[src/hw/rtl/uvg_pkg.sv]
// ----------------------------------------------------------------------------
// uvg_pkg
// shared widths, codes and result types of the two-cell undervoltage guard
// ----------------------------------------------------------------------------
package uvg_pkg;

    localparam int ADC_W      = 10;
    localparam int LIMIT_W    = 14;
    localparam int DELAY_W    = 16;
    localparam int CFG_ADDR_W = 2;
    localparam int CFG_DATA_W = 16;
    localparam int FULL_W     = 14;
    localparam int DIV_W      = 24;
    localparam int DIV_STEPS  = DIV_W;
    localparam int CNT_W      = $clog2(DIV_STEPS);
    localparam int MV_W       = 16;
    localparam int MV2_W      = 17;
    localparam int DIFF_W     = DIV_W + 1;

    localparam logic [FULL_W-1:0]  CELL1_FULL_MV   = FULL_W'(4200);
    localparam logic [FULL_W-1:0]  PACK_FULL_MV    = FULL_W'(8400);
    localparam logic [DELAY_W-1:0] FLASH_PERIOD_MS = DELAY_W'(1600);
    localparam logic [DELAY_W-1:0] ELAPSED_MAX     = {DELAY_W{1'b1}};
    localparam logic [MV_W-1:0]    MV_SAT          = {MV_W{1'b1}};

    typedef enum logic [1:0] {
        MODE_MAIN  = 2'd0,
        MODE_STORE = 2'd1,
        MODE_CALIB = 2'd2,
        MODE_UNDER = 2'd3
    } mode_t;

    typedef enum logic [CFG_ADDR_W-1:0] {
        REG_UV_LIMIT  = 2'd0,
        REG_UV_DELAY  = 2'd1,
        REG_CAL_CELL1 = 2'd2,
        REG_CAL_PACK  = 2'd3
    } cfg_reg_t;

    typedef struct packed {
        logic [MV_W-1:0]         cell1_mv;
        logic signed [MV2_W-1:0] cell2_mv;
        logic                    low;
    } merge_t;

endpackage

[src/hw/rtl/uvg_merge.sv]
// ----------------------------------------------------------------------------
// uvg_merge
// combines the two lane quotients: cell 2, saturation and the low-cell flag
// ----------------------------------------------------------------------------
module uvg_merge
    import uvg_pkg::*;
(
    input  logic [DIV_W-1:0]   cell1_q,
    input  logic [DIV_W-1:0]   pack_q,
    input  logic [LIMIT_W-1:0] limit_mv,
    output merge_t             merged
);

    logic signed [DIFF_W-1:0] diff;
    logic signed [DIFF_W-1:0] limit_s;
    logic signed [DIFF_W-1:0] pos_sat;
    logic signed [DIFF_W-1:0] neg_sat;

    assign diff    = $signed({1'b0, pack_q}) - $signed({1'b0, cell1_q});
    assign limit_s = $signed(DIFF_W'(limit_mv));
    assign pos_sat = $signed(DIFF_W'(MV_SAT));
    assign neg_sat = -pos_sat;

    always_comb
    begin
        merged.low = (cell1_q < DIV_W'(limit_mv)) || (diff < limit_s);

        if (cell1_q > DIV_W'(MV_SAT))
            merged.cell1_mv = MV_SAT;
        else
            merged.cell1_mv = cell1_q[MV_W-1:0];

        if (diff > pos_sat)
            merged.cell2_mv = pos_sat[MV2_W-1:0];
        else if (diff < neg_sat)
            merged.cell2_mv = neg_sat[MV2_W-1:0];
        else
            merged.cell2_mv = diff[MV2_W-1:0];
    end

endmodule

[config.mk]
export PLATFORM = sky130hd
export DESIGN_NAME = uvg_merge
export DESIGN_NICKNAME = d
export VERILOG_FILES = /design/src/hw/rtl/uvg_pkg.sv /design/src/hw/rtl/uvg_merge.sv
export SDC_FILE = /design/constraint.sdc
export NUM_CORES = 1
export LEC_CHECK = 0
export BUFFER_PORTS_ARGS = -buffer_cell sky130_fd_sc_hd__buf_2
export CAP_MARGIN = 10
export CORE_UTILIZATION = 45
export DETAILED_ROUTE_END_ITERATION = 10
export GPL_ROUTABILITY_DRIVEN = 0
export GPL_TIMING_DRIVEN = 0
export PLACE_DENSITY = 0.83
export SKIP_LAST_GASP = 1
export SYNTH_ARGS = -nofsm -noshare
export SYNTH_HDL_FRONTEND = slang
export SYNTH_SLANG_ARGS = --single-unit
[constraint.sdc]
create_clock -name vclk -period 4.7
set_input_delay 0.47 -clock vclk [all_inputs]
set_output_delay 0.47 -clock vclk [all_outputs]
set_load 0.05 [all_outputs]
==> impl_metrics.json <==
{
  "dieArea_um2": 6075,
  "synthDominantCellAreaShare_pct": 22.66,
  "ios": 96,
  "leakagePower_nw": 1.573,
  "power_per_cell_area_nw_per_um2": 173.1,
  "min_to": "merged[26]",
  "drt_first_pass_iters": 5,
  "via_per_inst": 5.730,
  "num_antenna_cells": 0,
  "die_y_um": 77.94,
  "grt_max_degree": 11,
  "multi_input_area_um2": 2351,
  "irDropWorstVdd_mv": 0.1736,
  "worst_slack_ns": 0.2654,
  "synthesis.area_um2": 2595,
  "hp-start": "cell1_q[8]",
  "critical_path_class": "input port to output port",
  "place_ws_ns": 0.1434,
  "area_growth_syn_to_layout_pct": 23.05,
  "tightest_slew_ns": 0.9073,
  "hpwl_um": 6448,
  "postRouteAntennaNets": 0,
  "hp-class": "input port to output port",
  "fin_util_pct": 57.63,
  "crit_fanout": 3,
  "io_buffers": 96,
  "hold_path_depth": 4,
  "via_count": 3117,
  "syn_inst": 374,
  "grt_pass1_wl_um": 12140,
  "antenna_found_initial": 0,
  "grt_pass1_vias": 2789,
  "crit_chain": "buf_2 -> inv_1 -> ha_1 -> inv_1 -> fa_1 -> a21o_1 -> a41o_1 -> o31a_1 -> ha_1 -> nand4_1 -> a21oi_1 -> o22ai_2 -> maj3_1 -> maj3_1 -> o211ai_1 -> o211ai_1 -> buf_4",
  "period_share_pct": 94.35,
  "drive_gt1_share_pct": 30.51,
  "fmax_ghz": 0.2255,
  "post_drt_wl_per_cell_um": 13.69,
  "synth.most_common_cell": "inv_1",
  "post_synth_num_cell_types": 66,
  "status": "completed",
  "arrival_ns": 3.96,
  "end_kind": "output port",
  "report.final.slew_viol_count": 0,
  "core_um2": 5540,
  "holdBufCountCts": 0,
  "initialDrtViolationCount": 136,
  "clock_buffers": 0,
  "globalRouteTotalUtil_pct": 23.81,
  "regArea_um2": 0,
  "fill_cells": 543,
  "syn_area_per_cell_um2": 6.938,
  "slowest_delay_ns": 0.43,
  "hold_viol": 0,
  "netlist_top_cells_count": "inv_1 (48), ha_1 (47), a21oi_1 (38)",
  "cp-start-kind": "input port",
  "start_util_pct": 46.84,
  "rows": 27,
  "wirelength_um": 7449,
  "cap_violations": 0,
  "yosysTopAreaCell": "ha_1",
  "period_needed_ns": 4.435,
  "whs_ns": 1.386,
  "nets": 584,
  "drc": 0,
  "seq_area_frac_synth_pct": 0,
  "synth_warnings": 0,
  "worstPathRequired_ns": 4.23,
  "relSlewSlack_pct": 39.01,
  "seq_cells": 0,
  "slowest_stage": "fa_1",
  "syn-num-nets": 484,
  "synth_area_leaders": "ha_1 (23%), a21oi_1 (7.3%), inv_1 (6.9%)",
  "tns_ns": 0,
  "grt_overflow": 0,
  "setup_viol": 0,
  "die_w_um": 77.94
}
==> routing by layer <==
metal | up-vias | GRT usage (%) | wire [µm]
li1 | 1553 | - | -
met1 | 1385 | 33.22 | 3368
met2 | 161 | 39.73 | 3273
met3 | 18 | 1.176 | 607
met4 | 0 | 5.926 | 199
met5 | - | 0 | 0
==> worst max path at each step <==
stage          depth (start not counted)  slack (ns)        from         to
3_3_place_gp                          19        0.20   pack_q[0]  merged[0]
6_report                              17        0.27   pack_q[0]  merged[0]
2_1_floorplan                         17        0.24   pack_q[0]  merged[0]
4_1_cts                               19        0.12   pack_q[0]  merged[0]
5_1_grt                               17       -0.03  cell1_q[2]  merged[0]
3_5_place_dp                          19        0.14   pack_q[0]  merged[0]
==> cell type report <==
class,instances,area share [%]
repair buffers,98,15.52
multi-input cells,313,73.63
plain buffers,13,2.390
well taps,72,2.821
inverters,48,5.643
==> logic make-up (layout without fill, tap and decap cells) <==
group	count (synthesis)	in the layout	synth area share [%]
AOI/OAI and AO/OA	122	122	34.38
buffers and inverters	61	159	9.884
adders and majority gates	50	50	24.20
and+or+nand+nor	124	124	25.75
xor gates and xnor gates	16	16	5.400
muxes	1	1	0.3857
==> layout by cell type, fill, tap and decap left out, drive strengths merged, types with 4 or more instances in the layout <==
cell type / n
nor3b: 4
nand2: 27
inv: 48
nor2b: 4
o21a: 6
a21oi: 45
xnor2: 13
nand3: 18
o211ai: 7
nor4: 6
a21o: 6
nand2b: 7
buf: 108
nand4: 6
a211oi: 4
o21ai: 27
ha: 47
nor2: 35
==> timing repair <==
action                                 in CTS  in global routing
endpoints found under the hold margin       0                  0
buffers inserted                            0                  1
gates resized for setup                     0                  3
setup endpoints to repair                   0                  1
==> power breakdown <==
group	switching [mW]	leakage, nW	internal [mW]
Combinational	0.353	1.57	0.199
Sequential	0	0	0
Clock	0	0	0
Total	0.353	1.57	0.199
==> stage by stage <==
| stage | std cells | total power, mW | instance area (µm²) |
|---|---|---|---|
| final | 544 | 0.5526 | 3193 |
| after global routing | 544 | 0.6037 | 3193 |
| after CTS | 543 | 0.5408 | 3177 |
| after detailed placement | 543 | 0.5384 | 3177 |
| after global placement | 542 | 0.5238 | 3166 |
| after floorplan | 374 | 0.4129 | 2595 |
==> worst max-delay path: cells and delay by family <==
family          cells  cell delay (ns)
fa+ha+maj           5             1.61
buf+inv             4             0.41
compound gates      7             1.37
simple gates        1             0.10
Power figures use the tool's default switching activity.
