<file path="src/hw/rtl/uvg_pkg.sv">
// ----------------------------------------------------------------------------
// uvg_pkg
// shared widths, codes and result types of the two-cell undervoltage guard
// ----------------------------------------------------------------------------
package uvg_pkg;

    localparam int ADC_W      = 10;
    localparam int LIMIT_W    = 14;
    localparam int DELAY_W    = 16;
    localparam int CFG_ADDR_W = 2;
    localparam int CFG_DATA_W = 16;
    localparam int FULL_W     = 14;
    localparam int DIV_W      = 24;
    localparam int DIV_STEPS  = DIV_W;
    localparam int CNT_W      = $clog2(DIV_STEPS);
    localparam int MV_W       = 16;
    localparam int MV2_W      = 17;
    localparam int DIFF_W     = DIV_W + 1;

    localparam logic [FULL_W-1:0]  CELL1_FULL_MV   = FULL_W'(4200);
    localparam logic [FULL_W-1:0]  PACK_FULL_MV    = FULL_W'(8400);
    localparam logic [DELAY_W-1:0] FLASH_PERIOD_MS = DELAY_W'(1600);
    localparam logic [DELAY_W-1:0] ELAPSED_MAX     = {DELAY_W{1'b1}};
    localparam logic [MV_W-1:0]    MV_SAT          = {MV_W{1'b1}};

    typedef enum logic [1:0] {
        MODE_MAIN  = 2'd0,
        MODE_STORE = 2'd1,
        MODE_CALIB = 2'd2,
        MODE_UNDER = 2'd3
    } mode_t;

    typedef enum logic [CFG_ADDR_W-1:0] {
        REG_UV_LIMIT  = 2'd0,
        REG_UV_DELAY  = 2'd1,
        REG_CAL_CELL1 = 2'd2,
        REG_CAL_PACK  = 2'd3
    } cfg_reg_t;

    typedef struct packed {
        logic [MV_W-1:0]         cell1_mv;
        logic signed [MV2_W-1:0] cell2_mv;
        logic                    low;
    } merge_t;

endpackage

</file>
<file path="src/hw/rtl/uvg_div_lane.sv">
// ----------------------------------------------------------------------------
// uvg_div_lane
// one scaling lane: raw*full, then a restoring divide by the calibration,
// one quotient bit per cycle; a zero calibration reads as 0 mV
// ----------------------------------------------------------------------------
module uvg_div_lane
    import uvg_pkg::*;
(
    input  logic              clk,
    input  logic              rst_n,
    input  logic              start,
    input  logic [ADC_W-1:0]  raw,
    input  logic [FULL_W-1:0] full,
    input  logic [ADC_W-1:0]  divisor,
    output logic              done,
    output logic [DIV_W-1:0]  quotient
);

    logic                busy_reg;
    logic                done_reg;
    logic [CNT_W-1:0]    cnt_reg;
    logic [DIV_W-1:0]    quo_reg;
    logic [DIV_W-1:0]    quo_next;
    logic [ADC_W-1:0]    rem_reg;
    logic [ADC_W-1:0]    rem_next;
    logic [ADC_W:0]      rem_sh;
    logic [ADC_W:0]      rem_diff;
    logic [DIV_W-1:0]    product;

    assign product  = DIV_W'(raw) * DIV_W'(full);
    assign rem_sh   = {rem_reg, quo_reg[DIV_W-1]};
    assign rem_diff = rem_sh - {1'b0, divisor};

    always_comb
    begin
        if (rem_sh >= {1'b0, divisor})
        begin
            rem_next = rem_diff[ADC_W-1:0];
            quo_next = {quo_reg[DIV_W-2:0], 1'b1};
        end
        else
        begin
            rem_next = rem_sh[ADC_W-1:0];
            quo_next = {quo_reg[DIV_W-2:0], 1'b0};
        end
    end

    always_ff @(posedge clk or negedge rst_n)
    begin
        if (!rst_n)
        begin
            busy_reg <= 1'b0;
            done_reg <= 1'b0;
            cnt_reg  <= '0;
        end
        else if (start)
        begin
            busy_reg <= 1'b1;
            done_reg <= 1'b0;
            cnt_reg  <= '0;
        end
        else if (busy_reg)
        begin
            cnt_reg <= cnt_reg + 1'b1;
            if (cnt_reg == CNT_W'(DIV_STEPS - 1))
            begin
                busy_reg <= 1'b0;
                done_reg <= 1'b1;
            end
        end
    end

    always_ff @(posedge clk)
    begin
        if (start)
        begin
            quo_reg <= product;
            rem_reg <= '0;
        end
        else if (busy_reg)
        begin
            quo_reg <= quo_next;
            rem_reg <= rem_next;
        end
    end

    assign done     = done_reg;
    assign quotient = (divisor == '0) ? '0 : quo_reg;

endmodule

</file>
<file path="config.mk">
export PLATFORM = sky130hd
export DESIGN_NAME = uvg_div_lane
export DESIGN_NICKNAME = d
export VERILOG_FILES = /design/src/hw/rtl/uvg_pkg.sv /design/src/hw/rtl/uvg_div_lane.sv
export SDC_FILE = /design/constraint.sdc
export NUM_CORES = 1
export LEC_CHECK = 0
export BUFFER_PORTS_ARGS = -buffer_cell sky130_fd_sc_hd__buf_2
export CORE_MARGIN = 1
export CORE_UTILIZATION = 33
export DETAILED_ROUTE_END_ITERATION = 16
export SYNTH_ARGS = -nofsm -noshare
export SYNTH_HDL_FRONTEND = slang
export SYNTH_SLANG_ARGS = --single-unit
</file>
<file path="constraint.sdc">
create_clock -name clk -period 2.9 [get_ports clk]
set_clock_uncertainty 0.15 [all_clocks]
set_input_delay 0.29 -clock clk [delete_from_list [all_inputs] [get_ports clk]]
set_output_delay 0.29 -clock clk [all_outputs]
set_load 0.01 [all_outputs]
</file>
==> flow_metrics.py <==
metrics = {
    "placed_design": {
        "gp_congestion": 0.798,
        "dp_slack_ns": -2.39,
        "dp_hpwl_um": 13800,
        "placed_cell_area_um2": 8680,
        "portBuffers": 61,
        "place_inst": 1182,
    },
    "timing": {
        "worst_slack_ns": -1.88,
        "slew_violations": 0,
        "worst_hold_slack_ns": 0.213,
        "grt_setup_unrepaired": "true",
        "hold_viol": 0,
        "maxSlewHeadroom_pct": 60.2,
        "period_share_pct": 165,
        "tightestPinTransition_ns": 0.597,
        "finalCriticalPeriod_ns": 4.78,
        "fmax_ghz": 0.209,
        "setup-violations-final": 20,
        "tns_ns": -31.01,
    },
    "layout": {
        "areaGrowthSynthToFinish_pct": 37.4,
        "fin_cells": 1211,
        "antenna_cells": 0,
        "drive_gt1_share_pct": 36.1,
        "seqCellArea_um2": 1100,
        "multi_input_area_um2": 6030,
        "postLayoutCellArea_um2": 9700,
        "fill_cells": 1976,
        "largest_reg_flops": 24,
        "fin_util_pct": 46.1,
        "fin_nets": 1137,
    },
    "cts": {
        "path_clk_slew_ns": 0.07,
        "cts-root-buf": "clkbuf_16",
        "cts_tree": "done",
        "clk_latency_ns": 0.29,
        "cts_sinks": 41,
        "htree_levels": 2,
        "clockBufferDepth": 2,
        "cts_made_buffers": 5,
    },
    "detailed_routing": {
        "drt_iter0_drc": 262,
        "wl_um": 17300,
        "vias": 5811,
        "route.detailed.drc": 0,
        "ant_nets": 0,
        "wire_per_inst_um": 14.3,
        "via_per_inst": 4.80,
        "drt-pass1-iter-count": 5,
    },
    "yosys": {
        "synth_area_leaders": "fa_1 (27%), ha_1 (12%), edfxtp_1 (10%)",
        "ys_async_sr_fraction_pct": 17.1,
        "yosys.area.top_type": "fa_1",
        "synthCells": 786,
        "yosysSeqAreaShare_pct": 15.5,
        "ys_types": 63,
        "synth_ff_type": "edfxtp_1",
        "synth-edff-count": 24,
        "yosys.area.top_type_share_pct": 26.9,
        "ys_seq_elements": 41,
        "syn-cell-area_um2": 7060,
        "syn-num-nets": 988,
        "synth_most_common_cell": "inv_1",
        "synth_common_cells": "inv_1 (122), fa_1 (95), nand2_1 (94), and2_1 (91), ha_1 (70)",
        "ys_warn_count": 0,
        "syn_avg_cell_area_um2": 8.98,
    },
    "pwr": {
        "power_leakage_nw": 4.69,
        "p_per_area_nw_per_um2": 1190,
        "p_total_mw": 11.5,
        "peakVddDrop_mv": 0.909,
    },
    "run": {
        "drv_cap": 0,
    },
    "floorplan": {
        "initial_core_util_pct": 33.6,
        "die_area_um2": 22000,
        "die_w_um": 148,
        "dieHeight_um": 148,
        "rows": 53,
        "io_pins": 62,
        "core_area_um2": 21000,
    },
    "setup_path": {
        "startpoint_type": "primary input",
        "crit_type": "in2reg",
        "crit_fanout": 5,
        "startpoint": "raw[3]",
        "reg2reg_from": "rem_reg[5]",
        "endpoint_kind": "register",
        "critPathCapture": "quo_reg[21]",
        "r2r_end": "rem_reg[6]",
        "arrival_ns": 4.68,
        "r2r_setup_slack_ns": 0.40,
        "r2r_cells": 8,
        "critical_path_required_ns": 2.79,
    },
    "worst_hold_path": {
        "hold_path.class": "in2async",
    },
    "outcome": {
        "status": "finished, violations left",
        "violations": "negative setup slack",
    },
    "grt": {
        "grt_pass1_vias": 6235,
        "grt_usage_pct": 16.8,
        "antenna_found_initial": 0,
        "grt_pass1_wl_um": 29900,
        "grt-ovfl-total": 0,
        "grt_max_degree": 29,
    },
}
==> logic make-up (layout without fill, tap and decap cells) <==
| group | count (synthesis) | count (layout) | share of synthesized area [%] |
|---|---|---|---|
| muxes | 20 | 20 | 3.21 |
| AOI/OAI and AO/OA | 96 | 96 | 9.39 |
| xor gates and xnor gates | 30 | 30 | 3.72 |
| adders and majority gates | 165 | 165 | 39.3 |
| DFF | 41 | 41 | 15.5 |
| buffers and inverters | 163 | 313 | 9.09 |
| and+or+nand+nor | 271 | 271 | 19.7 |
==> critical path: stages <==
cell and delay [ns]:
buf_12 0.10, nand2_4 0.05, fa_1 0.53, inv_1 0.05, fa_1 0.49, inv_2 0.04, fa_1 0.48, inv_1 0.05
fa_1 0.49, inv_2 0.04, fa_1 0.50, inv_2 0.05, ha_4 0.27, and3_4 0.20, nand2_4 0.05, a31oi_4 0.26
o21ai_4 0.13, o41ai_2 0.24, xor2_1 0.11, mux2_4 0.26
==> report_power, final <==
| group | total, mW | internal (mW) | switching [mW] |
|---|---|---|---|
| Clock | 0.557 | 0.316 | 0.241 |
| Sequential | 1.13 | 0.981 | 0.148 |
| Combinational | 9.83 | 5.34 | 4.48 |
| Total | 11.5 | 6.64 | 4.87 |
==> final cells by class <==
cell class | count | share of cell area [%]
Tap cell | 275 | 3.55
Multi-Input combinational cell | 582 | 62.2
Timing Repair Buffer | 183 | 16.8
Clock buffer | 5 | 1.29
Inverter | 122 | 4.72
Sequential cell | 41 | 11.3
Clock inverter | 3 | 0.181
==> worst min-delay path by stage <==
stage / endpoint / slack [ns] / depth (start not counted)
2_1_floorplan: busy_reg / -0.16 / 0
3_3_place_gp: done / -0.02 / 1
3_5_place_dp: cnt_reg[3] / -0.02 / 1
4_1_cts: cnt_reg[3] / 0.21 / 2
5_1_grt: done / 0.23 / 2
6_report: cnt_reg[3] / 0.21 / 2
==> routing by layer <==
layer / share of wire [%] / track usage [%]
met1: 47 / 22.5
met2: 50 / 30.0
met3: 2.9 / 1.41
met4: 0.80 / 2.47
met5: 0 / 0
==> timing repair <==
item	in CTS	in global routing
resized for setup	128	44
cloned	2	1
hold endpoints to repair	7	0
setup buffers	12	7
pin swaps	57	28
hold buffers	1	0
endpoints found under the setup margin	21	20
==> placed cells by master, fill, tap and decap left out, types with 7 or more instances in the layout <==
cell	n
a21o_1	8
a21oi_1	17
buf_2	39
fa_1	86
mux2_4	13
dfxtp_1	10
edfxtp_1	24
ha_4	19
and2_1	73
nand2_2	13
fa_2	9
xnor2_1	12
xor2_1	11
nand3_1	10
buf_4	96
inv_1	106
dfrtp_1	7
buf_12	11
buf_6	27
a21oi_2	7
nor2_1	27
nand2_4	7
and2_4	18
ha_1	51
inv_2	16
nand2_1	74
Note: power is estimated with default switching activity, not from simulation.
